<file path="config.mk">
export PLATFORM = sky130hd
export DESIGN_NAME = char_lcd_nibble_writer_unit
export DESIGN_NICKNAME = d
export VERILOG_FILES = /design/src/rtl/core/lcdnw_pkg.sv /design/src/rtl/core/lcdnw_front.sv /design/src/rtl/core/lcdnw_fifo.sv /design/src/rtl/core/lcdnw_back.sv /design/src/rtl/core/char_lcd_nibble_writer_unit.sv
export SDC_FILE = /design/constraint.sdc
export NUM_CORES = 1
export LEC_CHECK = 0
export CAP_MARGIN = 0
export CORE_ASPECT_RATIO = 0.5
export CORE_UTILIZATION = 40
export DETAILED_ROUTE_END_ITERATION = 10
export DONT_BUFFER_PORTS = 1
export PLACE_DENSITY_LB_ADDON = 0.05
export SLEW_MARGIN = 20
export SYNTH_ARGS = -nofsm -noshare
export SYNTH_HDL_FRONTEND = slang
export SYNTH_SLANG_ARGS = --single-unit
</file>
<file path="constraint.sdc">
create_clock -name clk -period 3.33 [get_ports clk]
set_input_delay 0.333 -clock clk [delete_from_list [all_inputs] [get_ports clk]]
set_output_delay 0.333 -clock clk [all_outputs]
set_load 0.02 [all_outputs]
</file>
<file path="src/rtl/core/lcdnw_pkg.sv">
// ----------------------------------------------------------------------------
// lcdnw_pkg: shared types and constants of the lcd nibble writer
// Request codes, register indexes, queue entry and pin step records,
// glyph translation table and the fixed power-up init sequence.
// ----------------------------------------------------------------------------
`timescale 1ns / 1ps
`default_nettype none

package lcdnw_pkg;

  // request codes
  localparam logic [2:0] FUNC_INIT  = 3'd0;
  localparam logic [2:0] FUNC_CMD   = 3'd1;
  localparam logic [2:0] FUNC_DATA  = 3'd2;
  localparam logic [2:0] FUNC_TEXT  = 3'd3;
  localparam logic [2:0] FUNC_GOTO  = 3'd4;
  localparam logic [2:0] FUNC_CLEAR = 3'd5;

  // configuration register indexes
  localparam logic [1:0] CFG_STROBE  = 2'd0;
  localparam logic [1:0] CFG_SETTLE  = 2'd1;
  localparam logic [1:0] CFG_POWERUP = 2'd2;

  localparam logic [7:0]  STROBE_RESET  = 8'd45;
  localparam logic [7:0]  SETTLE_RESET  = 8'd50;
  localparam logic [15:0] POWERUP_RESET = 16'd40000;

  // addressing and text
  localparam logic [7:0] ADDR_BASE   = 8'h80;
  localparam logic [7:0] ROW1_OFFSET = 8'h40;
  localparam logic [7:0] SPACE_CHAR  = 8'h20;
  localparam int         GLYPH_TABLE_SIZE = 64;

  // init sequence: nine nibbles after the power-up wait
  localparam logic [3:0] INIT_LAST_NIB = 4'd8;
  localparam logic [3:0] BYTE_LAST_NIB = 4'd1;
  localparam logic [3:0] PAIR_LAST_NIB = 4'd3;

  // step phases inside one nibble
  localparam logic [1:0] PH_SET    = 2'd0;
  localparam logic [1:0] PH_STROBE = 2'd1;
  localparam logic [1:0] PH_SETTLE = 2'd2;

  typedef enum logic [1:0] {
    JOB_INIT = 2'd0,
    JOB_BYTE = 2'd1,
    JOB_PAIR = 2'd2
  } job_kind_t;

  // one queue entry: a pair job adds a data space after the command byte
  typedef struct packed {
    job_kind_t  kind;
    logic       rs;
    logic [7:0] data;
  } job_t;

  // one pin step
  typedef struct packed {
    logic        pin_rs;
    logic        pin_rw;
    logic        pin_e;
    logic [3:0]  nibble;
    logic [15:0] hold_us;
    logic        last;
  } step_t;

  typedef struct packed {
    logic [7:0]  strobe_width_us;
    logic [7:0]  settle_delay_us;
    logic [15:0] powerup_wait_us;
  } cfg_t;

  localparam logic [7:0] GLYPH_ROM [GLYPH_TABLE_SIZE] = '{
    8'h41, 8'hA0, 8'h42, 8'hA1, 8'hE0, 8'h45, 8'hA3, 8'hA4,
    8'hA5, 8'hA6, 8'h4B, 8'hA7, 8'h4D, 8'h48, 8'h4F, 8'hA8,
    8'h50, 8'h43, 8'h54, 8'hA9, 8'hAA, 8'h58, 8'hE1, 8'hAB,
    8'hAC, 8'hE2, 8'hAD, 8'hAE, 8'h62, 8'hAF, 8'hB0, 8'hB1,
    8'h61, 8'hB2, 8'hB3, 8'hB4, 8'hE3, 8'h65, 8'hB6, 8'hB7,
    8'hB8, 8'hB9, 8'hBA, 8'hBB, 8'hBC, 8'hBD, 8'h6F, 8'hBE,
    8'h70, 8'h63, 8'hBF, 8'h79, 8'hE4, 8'h78, 8'hE5, 8'hC0,
    8'hC1, 8'hE6, 8'hC2, 8'hC3, 8'hC4, 8'hC5, 8'hC6, 8'hC7
  };

  // nibble of the init sequence
  function automatic logic [3:0] init_nibble(input logic [3:0] idx);
    logic [3:0] nib;
    unique case (idx)
      4'd0, 4'd1: nib = 4'b0010;
      4'd2, 4'd4: nib = 4'b1100;
      4'd6:       nib = 4'b0001;
      4'd8:       nib = 4'b0110;
      default:    nib = 4'b0000;
    endcase
    return nib;
  endfunction

  // wait after a nibble of the init sequence
  function automatic logic [15:0] init_wait(input logic [3:0] idx);
    logic [15:0] w;
    unique case (idx)
      4'd2:    w = 16'd39;
      4'd4:    w = 16'd40;
      4'd6:    w = 16'd2000;
      default: w = 16'd0;
    endcase
    return w;
  endfunction

endpackage

`default_nettype wire

</file>
<file path="src/rtl/core/lcdnw_front.sv">
// ----------------------------------------------------------------------------
// lcdnw_front: request decoder
// Turns one request into a queue entry: glyph translation, cursor address,
// and dropping of end-of-string marks and unused codes.
// ----------------------------------------------------------------------------
`timescale 1ns / 1ps
`default_nettype none

module lcdnw_front (
  input  wire logic             in_fire,
  input  wire logic [2:0]       func,
  input  wire logic [7:0]       value,
  input  wire logic             row,
  input  wire logic [5:0]       col,
  output      logic             push,
  output      lcdnw_pkg::job_t  job
);

  logic [7:0] addr;
  logic [7:0] text;

  // cursor address
  assign addr = lcdnw_pkg::ADDR_BASE + {2'b00, col}
              + (row ? lcdnw_pkg::ROW1_OFFSET : 8'h00);

  // codes 192 and up go through the glyph table
  assign text = (value[7:6] == 2'b11) ? lcdnw_pkg::GLYPH_ROM[value[5:0]] : value;

  // classify
  always_comb begin
    push     = 1'b0;
    job.kind = lcdnw_pkg::JOB_BYTE;
    job.rs   = 1'b0;
    job.data = value;
    unique case (func)
      lcdnw_pkg::FUNC_INIT: begin
        push     = in_fire;
        job.kind = lcdnw_pkg::JOB_INIT;
      end
      lcdnw_pkg::FUNC_CMD: begin
        push = in_fire;
      end
      lcdnw_pkg::FUNC_DATA: begin
        push   = in_fire;
        job.rs = 1'b1;
      end
      lcdnw_pkg::FUNC_TEXT: begin
        push     = in_fire && (value != 8'h00);
        job.rs   = 1'b1;
        job.data = text;
      end
      lcdnw_pkg::FUNC_GOTO: begin
        push     = in_fire;
        job.data = addr;
      end
      lcdnw_pkg::FUNC_CLEAR: begin
        push     = in_fire;
        job.kind = lcdnw_pkg::JOB_PAIR;
        job.data = addr;
      end
      default: push = 1'b0;
    endcase
  end

endmodule

`default_nettype wire

</file>
<file path="src/rtl/core/lcdnw_fifo.sv">
// ----------------------------------------------------------------------------
// lcdnw_fifo: job queue
// Small first-in first-out queue between the decoder and the sequencer.
// ----------------------------------------------------------------------------
`timescale 1ns / 1ps
`default_nettype none

module lcdnw_fifo #(
  parameter int DEPTH = 4
) (
  input  wire logic             clk,
  input  wire logic             rst_n,
  input  wire logic             push,
  input  wire lcdnw_pkg::job_t  push_job,
  input  wire logic             pop,
  output      logic             full,
  output      logic             not_empty,
  output      lcdnw_pkg::job_t  head
);

  localparam int PW = (DEPTH > 1) ? $clog2(DEPTH) : 1;
  localparam int CW = $clog2(DEPTH + 1);
  localparam logic [PW-1:0] PTR_LAST = PW'(DEPTH - 1);
  localparam logic [CW-1:0] CNT_FULL = CW'(DEPTH);

  lcdnw_pkg::job_t entries_r [DEPTH];
  logic [PW-1:0] wr_ptr_r, wr_ptr_nxt;
  logic [PW-1:0] rd_ptr_r, rd_ptr_nxt;
  logic [CW-1:0] count_r, count_nxt;

  assign full      = (count_r == CNT_FULL);
  assign not_empty = (count_r != '0);
  assign head      = entries_r[rd_ptr_r];

  // pointers and fill count
  always_comb begin
    wr_ptr_nxt = wr_ptr_r;
    rd_ptr_nxt = rd_ptr_r;
    count_nxt  = count_r;
    if (push) begin
      wr_ptr_nxt = (wr_ptr_r == PTR_LAST) ? '0 : wr_ptr_r + 1'b1;
    end
    if (pop) begin
      rd_ptr_nxt = (rd_ptr_r == PTR_LAST) ? '0 : rd_ptr_r + 1'b1;
    end
    if (push && !pop) begin
      count_nxt = count_r + 1'b1;
    end else if (pop && !push) begin
      count_nxt = count_r - 1'b1;
    end
  end

  always_ff @(posedge clk) begin
    if (!rst_n) begin
      wr_ptr_r <= '0;
      rd_ptr_r <= '0;
      count_r  <= '0;
    end else begin
      wr_ptr_r <= wr_ptr_nxt;
      rd_ptr_r <= rd_ptr_nxt;
      count_r  <= count_nxt;
    end
  end

  // storage
  always_ff @(posedge clk) begin
    if (push) begin
      entries_r[wr_ptr_r] <= push_job;
    end
  end

endmodule

`default_nettype wire

</file>
<file path="src/rtl/core/lcdnw_back.sv">
// ----------------------------------------------------------------------------
// lcdnw_back: pin step sequencer
// Walks the current job nibble by nibble, three steps per nibble, and
// holds each step in an output register until it is taken.
// ----------------------------------------------------------------------------
`timescale 1ns / 1ps
`default_nettype none

module lcdnw_back (
  input  wire logic             clk,
  input  wire logic             rst_n,
  input  wire lcdnw_pkg::cfg_t  cfg,
  input  wire logic             q_valid,
  input  wire lcdnw_pkg::job_t  q_job,
  output      logic             pop,
  output      logic             out_valid,
  input  wire logic             out_stall,
  output      lcdnw_pkg::step_t out_step
);

  logic             cur_valid_r, cur_valid_nxt;
  lcdnw_pkg::job_t  job_r, job_nxt;
  logic             pre_r, pre_nxt;
  logic [3:0]       nib_r, nib_nxt;
  logic [1:0]       phase_r, phase_nxt;
  logic             out_valid_r, out_valid_nxt;
  lcdnw_pkg::step_t step_r, step_nxt;

  lcdnw_pkg::step_t gen;
  logic             advance;
  logic             is_init;
  logic [3:0]       last_nib;
  logic [7:0]       byte_sel;
  logic [3:0]       nib_val;
  logic             rs_val;
  logic [15:0]      wait_val;

  assign advance   = !out_valid_r || !out_stall;
  assign is_init   = (job_r.kind == lcdnw_pkg::JOB_INIT);
  assign out_valid = out_valid_r;
  assign out_step  = step_r;

  // nibble, register select and wait of the current nibble
  always_comb begin
    unique case (job_r.kind)
      lcdnw_pkg::JOB_INIT: last_nib = lcdnw_pkg::INIT_LAST_NIB;
      lcdnw_pkg::JOB_PAIR: last_nib = lcdnw_pkg::PAIR_LAST_NIB;
      default:             last_nib = lcdnw_pkg::BYTE_LAST_NIB;
    endcase
    byte_sel = nib_r[1] ? lcdnw_pkg::SPACE_CHAR : job_r.data;
    if (is_init) begin
      nib_val  = lcdnw_pkg::init_nibble(nib_r);
      rs_val   = 1'b0;
      wait_val = lcdnw_pkg::init_wait(nib_r);
    end else begin
      nib_val  = nib_r[0] ? byte_sel[3:0] : byte_sel[7:4];
      rs_val   = nib_r[1] ? 1'b1 : job_r.rs;
      wait_val = {8'h00, cfg.settle_delay_us};
    end
  end

  // step built from job, nibble and phase
  always_comb begin
    gen.pin_rw = 1'b0;
    gen.last   = 1'b0;
    if (pre_r) begin
      gen.pin_rs  = 1'b0;
      gen.pin_e   = 1'b0;
      gen.nibble  = 4'h0;
      gen.hold_us = cfg.powerup_wait_us;
    end else begin
      gen.pin_rs = rs_val;
      unique case (phase_r)
        lcdnw_pkg::PH_SET: begin
          gen.pin_e   = 1'b0;
          gen.nibble  = nib_val;
          gen.hold_us = 16'd0;
        end
        lcdnw_pkg::PH_STROBE: begin
          gen.pin_e   = 1'b1;
          gen.nibble  = nib_val;
          gen.hold_us = {8'h00, cfg.strobe_width_us};
        end
        default: begin
          gen.pin_e   = 1'b0;
          gen.nibble  = 4'h0;
          gen.hold_us = wait_val;
          gen.last    = (nib_r == last_nib);
        end
      endcase
    end
  end

  // sequencer and output register
  always_comb begin
    cur_valid_nxt = cur_valid_r;
    job_nxt       = job_r;
    pre_nxt       = pre_r;
    nib_nxt       = nib_r;
    phase_nxt     = phase_r;
    out_valid_nxt = out_valid_r;
    step_nxt      = step_r;
    pop           = 1'b0;
    if (advance) begin
      out_valid_nxt = cur_valid_r;
      step_nxt      = gen;
    end
    if (advance && cur_valid_r) begin
      if (pre_r) begin
        pre_nxt = 1'b0;
      end else if (phase_r == lcdnw_pkg::PH_SETTLE) begin
        phase_nxt = lcdnw_pkg::PH_SET;
        nib_nxt   = nib_r + 4'd1;
      end else begin
        phase_nxt = phase_r + 2'd1;
      end
      if (gen.last) begin
        cur_valid_nxt = 1'b0;
      end
    end
    // take the next job when the current one is done or absent
    if (q_valid && (!cur_valid_r || (advance && gen.last))) begin
      pop           = 1'b1;
      cur_valid_nxt = 1'b1;
      job_nxt       = q_job;
      pre_nxt       = (q_job.kind == lcdnw_pkg::JOB_INIT);
      nib_nxt       = 4'd0;
      phase_nxt     = lcdnw_pkg::PH_SET;
    end
  end

  always_ff @(posedge clk) begin
    if (!rst_n) begin
      cur_valid_r <= 1'b0;
      out_valid_r <= 1'b0;
    end else begin
      cur_valid_r <= cur_valid_nxt;
      out_valid_r <= out_valid_nxt;
    end
  end

  always_ff @(posedge clk) begin
    job_r   <= job_nxt;
    pre_r   <= pre_nxt;
    nib_r   <= nib_nxt;
    phase_r <= phase_nxt;
    step_r  <= step_nxt;
  end

endmodule

`default_nettype wire

</file>
<file path="src/rtl/core/char_lcd_nibble_writer_unit.sv">
// ----------------------------------------------------------------------------
// char_lcd_nibble_writer_unit: 4-bit character lcd write sequencer
// Expands init, command, data, text, cursor and clear-cell requests into
// pin steps (rs, rw, e, nibble, hold time) for a 4-bit lcd bus.
// ----------------------------------------------------------------------------
//  channel  | direction | handshake        | beat
//  in_      | input     | in_valid/stall   | one request (func, value, row, col)
//  out_     | output    | out_valid/stall  | one pin step
//  cfg_     | input     | cfg_we           | one register write
//
// the sequencer issues one pin step per cycle while out_stall is low; a
// byte request gives 6 steps, clear cell 12, init 28; a queued job follows
// without a gap; when the sequencer had run empty it first loads the job.
// requests that produce no steps are taken and dropped.
// in_stall rises only when the job queue is full; out_stall freezes the
// output register while the queue keeps taking requests.
// reset restores the register defaults and empties queue and sequencer.
// ----------------------------------------------------------------------------
`timescale 1ns / 1ps
`default_nettype none

module char_lcd_nibble_writer_unit #(
  parameter int QUEUE_DEPTH = 4
) (
  input  wire logic        clk,
  input  wire logic        rst_n,
  // request channel
  input  wire logic        in_valid,
  output      logic        in_stall,
  input  wire logic [2:0]  in_func,
  input  wire logic [7:0]  in_value,
  input  wire logic        in_row,
  input  wire logic [5:0]  in_col,
  // pin step channel
  output      logic        out_valid,
  input  wire logic        out_stall,
  output      logic        out_pin_rs,
  output      logic        out_pin_rw,
  output      logic        out_pin_e,
  output      logic [3:0]  out_nibble,
  output      logic [15:0] out_hold_us,
  output      logic        out_last,
  // configuration
  input  wire logic        cfg_we,
  input  wire logic [1:0]  cfg_index,
  input  wire logic [15:0] cfg_wdata
);

  lcdnw_pkg::cfg_t  cfg_r, cfg_nxt;
  lcdnw_pkg::job_t  front_job;
  lcdnw_pkg::job_t  q_head;
  lcdnw_pkg::step_t step;
  logic             q_push;
  logic             q_pop;
  logic             q_full;
  logic             q_valid;
  logic             in_fire;

  assign in_stall = q_full;
  assign in_fire  = in_valid && !in_stall;

  // configuration registers
  always_comb begin
    cfg_nxt = cfg_r;
    if (cfg_we) begin
      unique case (cfg_index)
        lcdnw_pkg::CFG_STROBE:  cfg_nxt.strobe_width_us = cfg_wdata[7:0];
        lcdnw_pkg::CFG_SETTLE:  cfg_nxt.settle_delay_us = cfg_wdata[7:0];
        lcdnw_pkg::CFG_POWERUP: cfg_nxt.powerup_wait_us = cfg_wdata;
        default:                cfg_nxt = cfg_r;
      endcase
    end
  end

  always_ff @(posedge clk) begin
    if (!rst_n) begin
      cfg_r.strobe_width_us <= lcdnw_pkg::STROBE_RESET;
      cfg_r.settle_delay_us <= lcdnw_pkg::SETTLE_RESET;
      cfg_r.powerup_wait_us <= lcdnw_pkg::POWERUP_RESET;
    end else begin
      cfg_r <= cfg_nxt;
    end
  end

  // request decoder
  lcdnw_front u_front (
    .in_fire (in_fire),
    .func    (in_func),
    .value   (in_value),
    .row     (in_row),
    .col     (in_col),
    .push    (q_push),
    .job     (front_job)
  );

  // job queue
  lcdnw_fifo #(
    .DEPTH (QUEUE_DEPTH)
  ) u_fifo (
    .clk       (clk),
    .rst_n     (rst_n),
    .push      (q_push),
    .push_job  (front_job),
    .pop       (q_pop),
    .full      (q_full),
    .not_empty (q_valid),
    .head      (q_head)
  );

  // pin step sequencer
  lcdnw_back u_back (
    .clk       (clk),
    .rst_n     (rst_n),
    .cfg       (cfg_r),
    .q_valid   (q_valid),
    .q_job     (q_head),
    .pop       (q_pop),
    .out_valid (out_valid),
    .out_stall (out_stall),
    .out_step  (step)
  );

  assign out_pin_rs  = step.pin_rs;
  assign out_pin_rw  = step.pin_rw;
  assign out_pin_e   = step.pin_e;
  assign out_nibble  = step.nibble;
  assign out_hold_us = step.hold_us;
  assign out_last    = step.last;

`ifndef ASSERT_OFF
  // queue never written while full
  a_no_overflow: assert property (@(posedge clk) disable iff (!rst_n)
    !(q_push && q_full))
    else $error("job queue written while full");

  // queue never read while empty
  a_no_underflow: assert property (@(posedge clk) disable iff (!rst_n)
    !(q_pop && !q_valid))
    else $error("job queue read while empty");

  // end-of-string mark produces no job
  a_text_zero_dropped: assert property (@(posedge clk) disable iff (!rst_n)
    (in_fire && in_func == lcdnw_pkg::FUNC_TEXT && in_value == 8'h00) |-> !q_push)
    else $error("text code zero queued");

  // output channel is empty right after reset
  a_reset_empty: assert property (@(posedge clk)
    !rst_n |=> !out_valid)
    else $error("step valid after reset");

  // a strobe step never closes a request
  a_strobe_not_last: assert property (@(posedge clk) disable iff (!rst_n)
    (out_valid && out_pin_e) |-> !out_last)
    else $error("request ends on enable high");
`endif

endmodule

`default_nettype wire

</file>
==> results of run 1 <==
-- routing by layer --
| layer | up-vias | track usage, % | wire (µm) |
|---|---|---|---|
| met4 | 0 | 6.25 | 131 |
| li1 | 2066 | - | - |
| met3 | 16 | 5.56 | 835 |
| met5 | - | 0 | 0 |
| met2 | 124 | 29.7 | 6550 |
| met1 | 2022 | 21.8 | 6250 |
-- flip-flops by register name, summed over array words and instances (netlist names), named ones only --
name,cells
u_fifo.wr_ptr_r,2
u_back.cur_valid_r,1
u_back.out_step,23
u_back.nib_r,4
u_fifo.entries_r,44
cfg_r,32
u_back.job_r,11
u_fifo.rd_ptr_r,2
u_fifo.count_r,3
u_back.out_valid,1
u_back.phase_r,2
u_back.pre_r,1
-- worst register-to-register path: cells and delay by family, from the launching register on --
kind | cells | cell delay, ns
buffers and inverters | 2 | 0.23
XOR/XNOR | 1 | 0.17
flip-flops | 1 | 0.44
AND/OR/NAND/NOR | 3 | 0.58
adder cells (fa/ha/maj) | 2 | 0.62
AO/OA/AOI/OAI | 2 | 0.53
-- final cells by class --
| cell class | count | area (µm²) | area share, % |
|---|---|---|---|
| flip-flops and latches | 128 | 3350 | 47.7 |
| multi-input cells | 389 | 2700 | 38.5 |
| clock buffers | 24 | 515 | 7.34 |
| well taps | 204 | 255 | 3.63 |
| repair buffers | 10 | 77.6 | 1.10 |
| clock inverters | 8 | 73.8 | 1.05 |
| inverters | 13 | 48.8 | 0.694 |
-- cell usage after synthesis, types with 2 or more instances --
master     count
a211o_1        2
a21boi_0      14
a21oi_1       20
a222oi_1       6
a22oi_1        5
a311oi_1       2
a31oi_1        6
a31oi_2        2
and2_1        12
and3_1         2
and3b_1        2
buf_2         13
buf_4          5
buf_6          4
clkbuf_1      19
dfxtp_1       49
edfxtp_1      79
ha_1          16
inv_1         13
mux2_2         3
mux2i_1       28
mux4_2        11
nand2_1       80
nand2b_1      11
nand3_1       14
nand3b_1       5
nand4_1        3
nor2_1        28
nor2b_1       20
nor3_1        14
nor3b_1        3
nor3b_2        2
nor4b_1        2
o2111ai_1      2
o211ai_1       5
o21a_1         3
o21ai_0       26
o31ai_1        2
o32ai_1        2
or2_2          2
xnor2_1        5
xor2_1         3
-- worst min path at each step --
stage                                    to  slack, ns
after floorplan                   cfg_r[15]       0.43
after global placement            cfg_r[24]       0.40
after detailed placement          cfg_r[26]       0.41
after CTS                 u_fifo.count_r[0]       0.03
after global routing              cfg_r[15]       0.04
final                     u_fifo.count_r[0]       0.05
-- report_power, final --
group          switching, mW  total [mW]  internal, mW
clock network          0.652        1.81          1.16
logic                  0.502       0.899         0.397
registers              0.316        2.37          2.06
total                   1.47        5.08          3.61
-- what timing repair did --
item | 4_1_cts | 5_1_grt
hold buffers | 1 | 0
buffers inserted | 0 | 0
hold endpoints to repair | 12 | 0
-- logic make-up (layout without fill, tap and decap cells) --
kind of cell	Yosys count	in the layout	share of synthesized area, %
and+or+nand+nor	208	208	16.9
DFF	128	128	53.0
AOI/OAI and AO/OA	113	113	12.3
buffers and inverters	54	55	4.23
muxes	42	42	8.88
adders and majority gates	17	17	3.48
xor gates and xnor gates	8	8	1.11
other	1	1	0.0593
==> metrics.txt, run 1 <==
Worst Reg-to-Reg Cells=10; synth-to-layout area growth=11.1%; Tmin final=2.64 ns; mapped cell area=0.00632 mm²; CORE AREA=0.0154 mm²; commonest non-fill, non-tap cell in the layout=nand2_1; stages on the worst setup path=10; clk_skew=0.00765 ns; Yosys Warn Count=0; critical path class=flop to flop; H-tree Lvls=4; Critical R2R Launch=u_fifo.count_r[0]; pre-CTS setup slack=0.707 ns; Syn Area/Cell=11.1 µm²; DR vias=4228; P per Cell Area=723 mW/mm²; critical path arrival=2.98 ns; RSZ-0062 raised after global routing=false; MaxCap Viol Count=0; CP cell instances=nor3b_1 > buf_4 > nand3b_1 > a31oi_2 > ha_1 > inv_1 > fa_1 > xor2_1 > or3_1 > a21boi_0; Area contributors post-synth=edfxtp_1, dfxtp_1, nand2_1; Critical R2R Capture=u_fifo.count_r[2]; clk slew on worst S/H paths=0.06 ns; Seq/Total Area, Yosys=53.0%; Iteration-0 DRC Markers=252; Routed Antenna Nets=0; crit-path max cell delay=0.44 ns; worst setup path start=u_fifo.count_r[0]; GRT Util Overall=17.8%; Core Util, Final=45.6%; fill count=1412; pin count of the biggest net entering global routing=44; CP delay by family, top=adder cells; std cell rows=32; # setup viols final=0; Tightest Pin Transition=0.761 ns; total CTS buffers=17; prevailing post-synth register cell=edfxtp_1; FMAX=379 MHz; final hold violations=0; Slowest-stage cell, CP=dfxtp_1; layout cells sized above 1=10.8%; fin cells=776; Port Buf Inserts=0; worst path bufs/invs=2; RePlAce Congestion=0.856; min-delay worst type=input pin to flop; CP Capture Point=u_fifo.count_r[2]; gr ovfl total=0; post-CTS sizing=0; placed cell area=0.00643 mm²; Leakage Power=2.54 nW; Clock Latency Late Sink=0.41 ns; clock buffer depth=2; Post-synth EDFFs=79; area leader, netlist=edfxtp_1; Die X=180 µm; Vias/cell=5.45; die area=0.0163 mm²; Mapped Nets=629; Worst slew margin=49.2%; Hold Startpoint=rst_n; first-pass GRT wire length=22400 µm; Initial Util=41.0%; final setup margin=0.691 ns; count of different cell masters after synthesis=68; clock sinks=128; Max VDD drop=259 µV; CP startpoint kind=flop; post-DP HPWL=9070 µm; worst hold stages=1; PnR Total Power=5.08 mW; Critical Path RT=3.67 ns; Top Ports=67; fin crit share=79.2%; crit end category=flop; antenna diode count=0; die height=90.9 µm; CTS tree=built; dpl cells=743; vias in the first global route=4172; design area=0.00703 mm²; Seq cells post-synth=128; Pre-antenna DRT Iters=10; Post-synth ARST share=0%; Syn Inst Count=571; status=finished, violations left; initial antenna violation count=0; nets=617; Hold WS=0.0493 ns; Final TNS setup=0 ns; CP Max Fanout=7; most frequent cells in the layout=nand2_1, edfxtp_1, dfxtp_1; failing checks=design-rule violations; Slew Viols, Final=0; Clock Root Buffer=clkbuf_16; final wirelength=13800 µm; Yosys top cell area share=37.5%; worst reg2reg setup slack=0.69 ns; drc violations=9; wire length per cell=17.7 µm
Power figures use the tool's default switching activity.
==> inputs of run 2 (changes only) <==
Clock period 3.33 ns to 2.2 ns, I/O delays scaled along.
==> run 2 against run 1 <==
- the flow finishes with violations (design-rule violations, negative setup slack)
- maximum frequency up 16%
- die area unchanged
- via count up 3.7%
==> metrics.txt, run 2 (same netlist as run 1, synthesis figures left out) <==
status=finished, violations left; failing checks=design-rule violations, negative setup slack; die area=0.0163 mm²; crit end category=flop; Initial Util=41.0%; worst path bufs/invs=3; critical path class=flop to flop; first-pass GRT wire length=23300 µm; gr ovfl total=0; clock sinks=128; fin cells=829; H-tree Lvls=4; Clock Root Buffer=clkbuf_16; Final TNS setup=-0.0681 ns; fin crit share=103%; Core Util, Final=49.1%; Leakage Power=2.78 nW; Iteration-0 DRC Markers=252; crit-path max cell delay=0.40 ns; wire length per cell=17.2 µm; CP startpoint kind=flop; Clock Latency Late Sink=0.41 ns; clk slew on worst S/H paths=0.06 ns; # setup viols final=1; die height=90.9 µm; MaxCap Viol Count=0; Die X=180 µm; Vias/cell=5.29; critical path arrival=2.61 ns; post-DP HPWL=9310 µm; RSZ-0062 raised after global routing=true; layout cells sized above 1=17.1%; critical path's most frequent cell=inv_2; Pre-antenna DRT Iters=8; final setup margin=-0.0681 ns; clk_skew=0.00688 ns; Worst slew margin=40.1%; max reg flops=44; initial antenna violation count=0; Critical Path RT=2.54 ns; synth-to-layout area growth=19.8%; nets=670; FMAX=441 MHz; clock buffer depth=2; Biggest register=u_fifo.entries_r; Port Buf Inserts=0; final wirelength=14200 µm; DR vias=4386; GRT Util Overall=18.4%; pre-CTS setup slack=-0.0708 ns; Hold WS=0.0576 ns; vias in the first global route=4398; pin count of the biggest net entering global routing=44; Top Ports=67; CP Max Fanout=3; P per Cell Area=1050 mW/mm²; Slowest-stage cell, CP=edfxtp_1; Slew Viols, Final=0; total CTS buffers=17; CP delay by family, top=simple AND/OR/NAND/NOR gates; most frequent cells in the layout=nand2_1, edfxtp_1, dfxtp_1; antenna diode count=0; std cell rows=32; Tightest Pin Transition=0.887 ns; RePlAce Congestion=0.821; worst reg2reg setup slack=-0.07 ns; Routed Antenna Nets=0; CORE AREA=0.0154 mm²; CTS tree=built; final hold violations=0; min-delay worst type=input pin to flop; Max VDD drop=525 µV; CP cell instances=buf_6 > nor4_4 > nand4_1 > a31oi_2 > inv_2 > ha_4 > inv_2 > fa_2 > xor2_1 > or3_1 > a21boi_1; dpl cells=771; Tmin final=2.27 ns; drc violations=7
[run 2: cell types whose count changed in the layout (fill, tap and decap cells not counted), moves of 3 or more]
| cell | delta |
|---|---|
| buf_4 | +28 |
| clkbuf_1 | -4 |
| clkbuf_16 | -3 |
| clkinv_2 | -3 |
| clkinv_4 | +4 |
| dlygate4sd3_1 | +22 |
| inv_1 | -4 |
| inv_6 | +5 |
[run 2: layer usage]
| layer | routed length [µm] | GRT usage [%] |
|---|---|---|
| met5 | 0 | 0 |
| met2 | 6410 | 29.0 |
| met4 | 163 | 5.96 |
| met1 | 6880 | 24.0 |
| met3 | 785 | 5.97 |
[run 2: layout make-up]
| class | instances | area (µm²) |
|---|---|---|
| well taps | 204 | 255 |
| flip-flops and latches | 128 | 3360 |
| fillers | 1386 | 7840 |
| inverters | 13 | 61.3 |
| clock buffers | 17 | 425 |
| clock inverters | 15 | 159 |
| repair buffers | 63 | 551 |
| multi-input cells | 389 | 2770 |
[run 2: worst register-to-register path: cells and delay by family, from the launching register on]
family	cells	cell delay, ns
adder cells (fa/ha/maj)	2	0.34
XOR/XNOR	1	0.07
buffers and inverters	3	0.25
AO/OA/AOI/OAI	2	0.39
AND/OR/NAND/NOR	3	0.77
flip-flops	1	0.40
[run 2: timing repair]
item | CTS | global route
hold buffers | 24 | 0
buffers inserted | 1 | 1
pin swaps | 7 | 4
setup endpoints to repair | 2 | 2
hold endpoints to repair | 43 | 0
gates resized for setup | 2 | 1
[run 2: power breakdown]
| group | switching (mW) | internal [mW] |
|---|---|---|
| Sequential | 0.398 | 3.11 |
| Clock | 1.06 | 1.68 |
| Combinational | 0.910 | 0.819 |
| Total | 2.37 | 5.61 |
[run 2: path summary, 6_finish.rpt]
| check | start | endpoint | cells after the start |
|---|---|---|---|
| worst max-delay path | u_back.job_r[10] | u_fifo.count_r[2] | 11 |
| worst min-delay path | in_func[2] | u_fifo.entries_r[3][8] | 1 |
| worst min register to register | cfg_r[14] | cfg_r[14] | 2 |
| worst max register to register | u_back.job_r[10] | u_fifo.count_r[2] | 11 |
[run 2: through the flow]
step           total power [mW]  instance area (µm²)
2_1_floorplan              4.76                 6450
3_3_place_gp               5.22                 6720
3_5_place_dp               5.23                 6720
4_1_cts                    8.07                 7560
5_1_grt                    8.40                 7570
6_report                   7.98                 7570
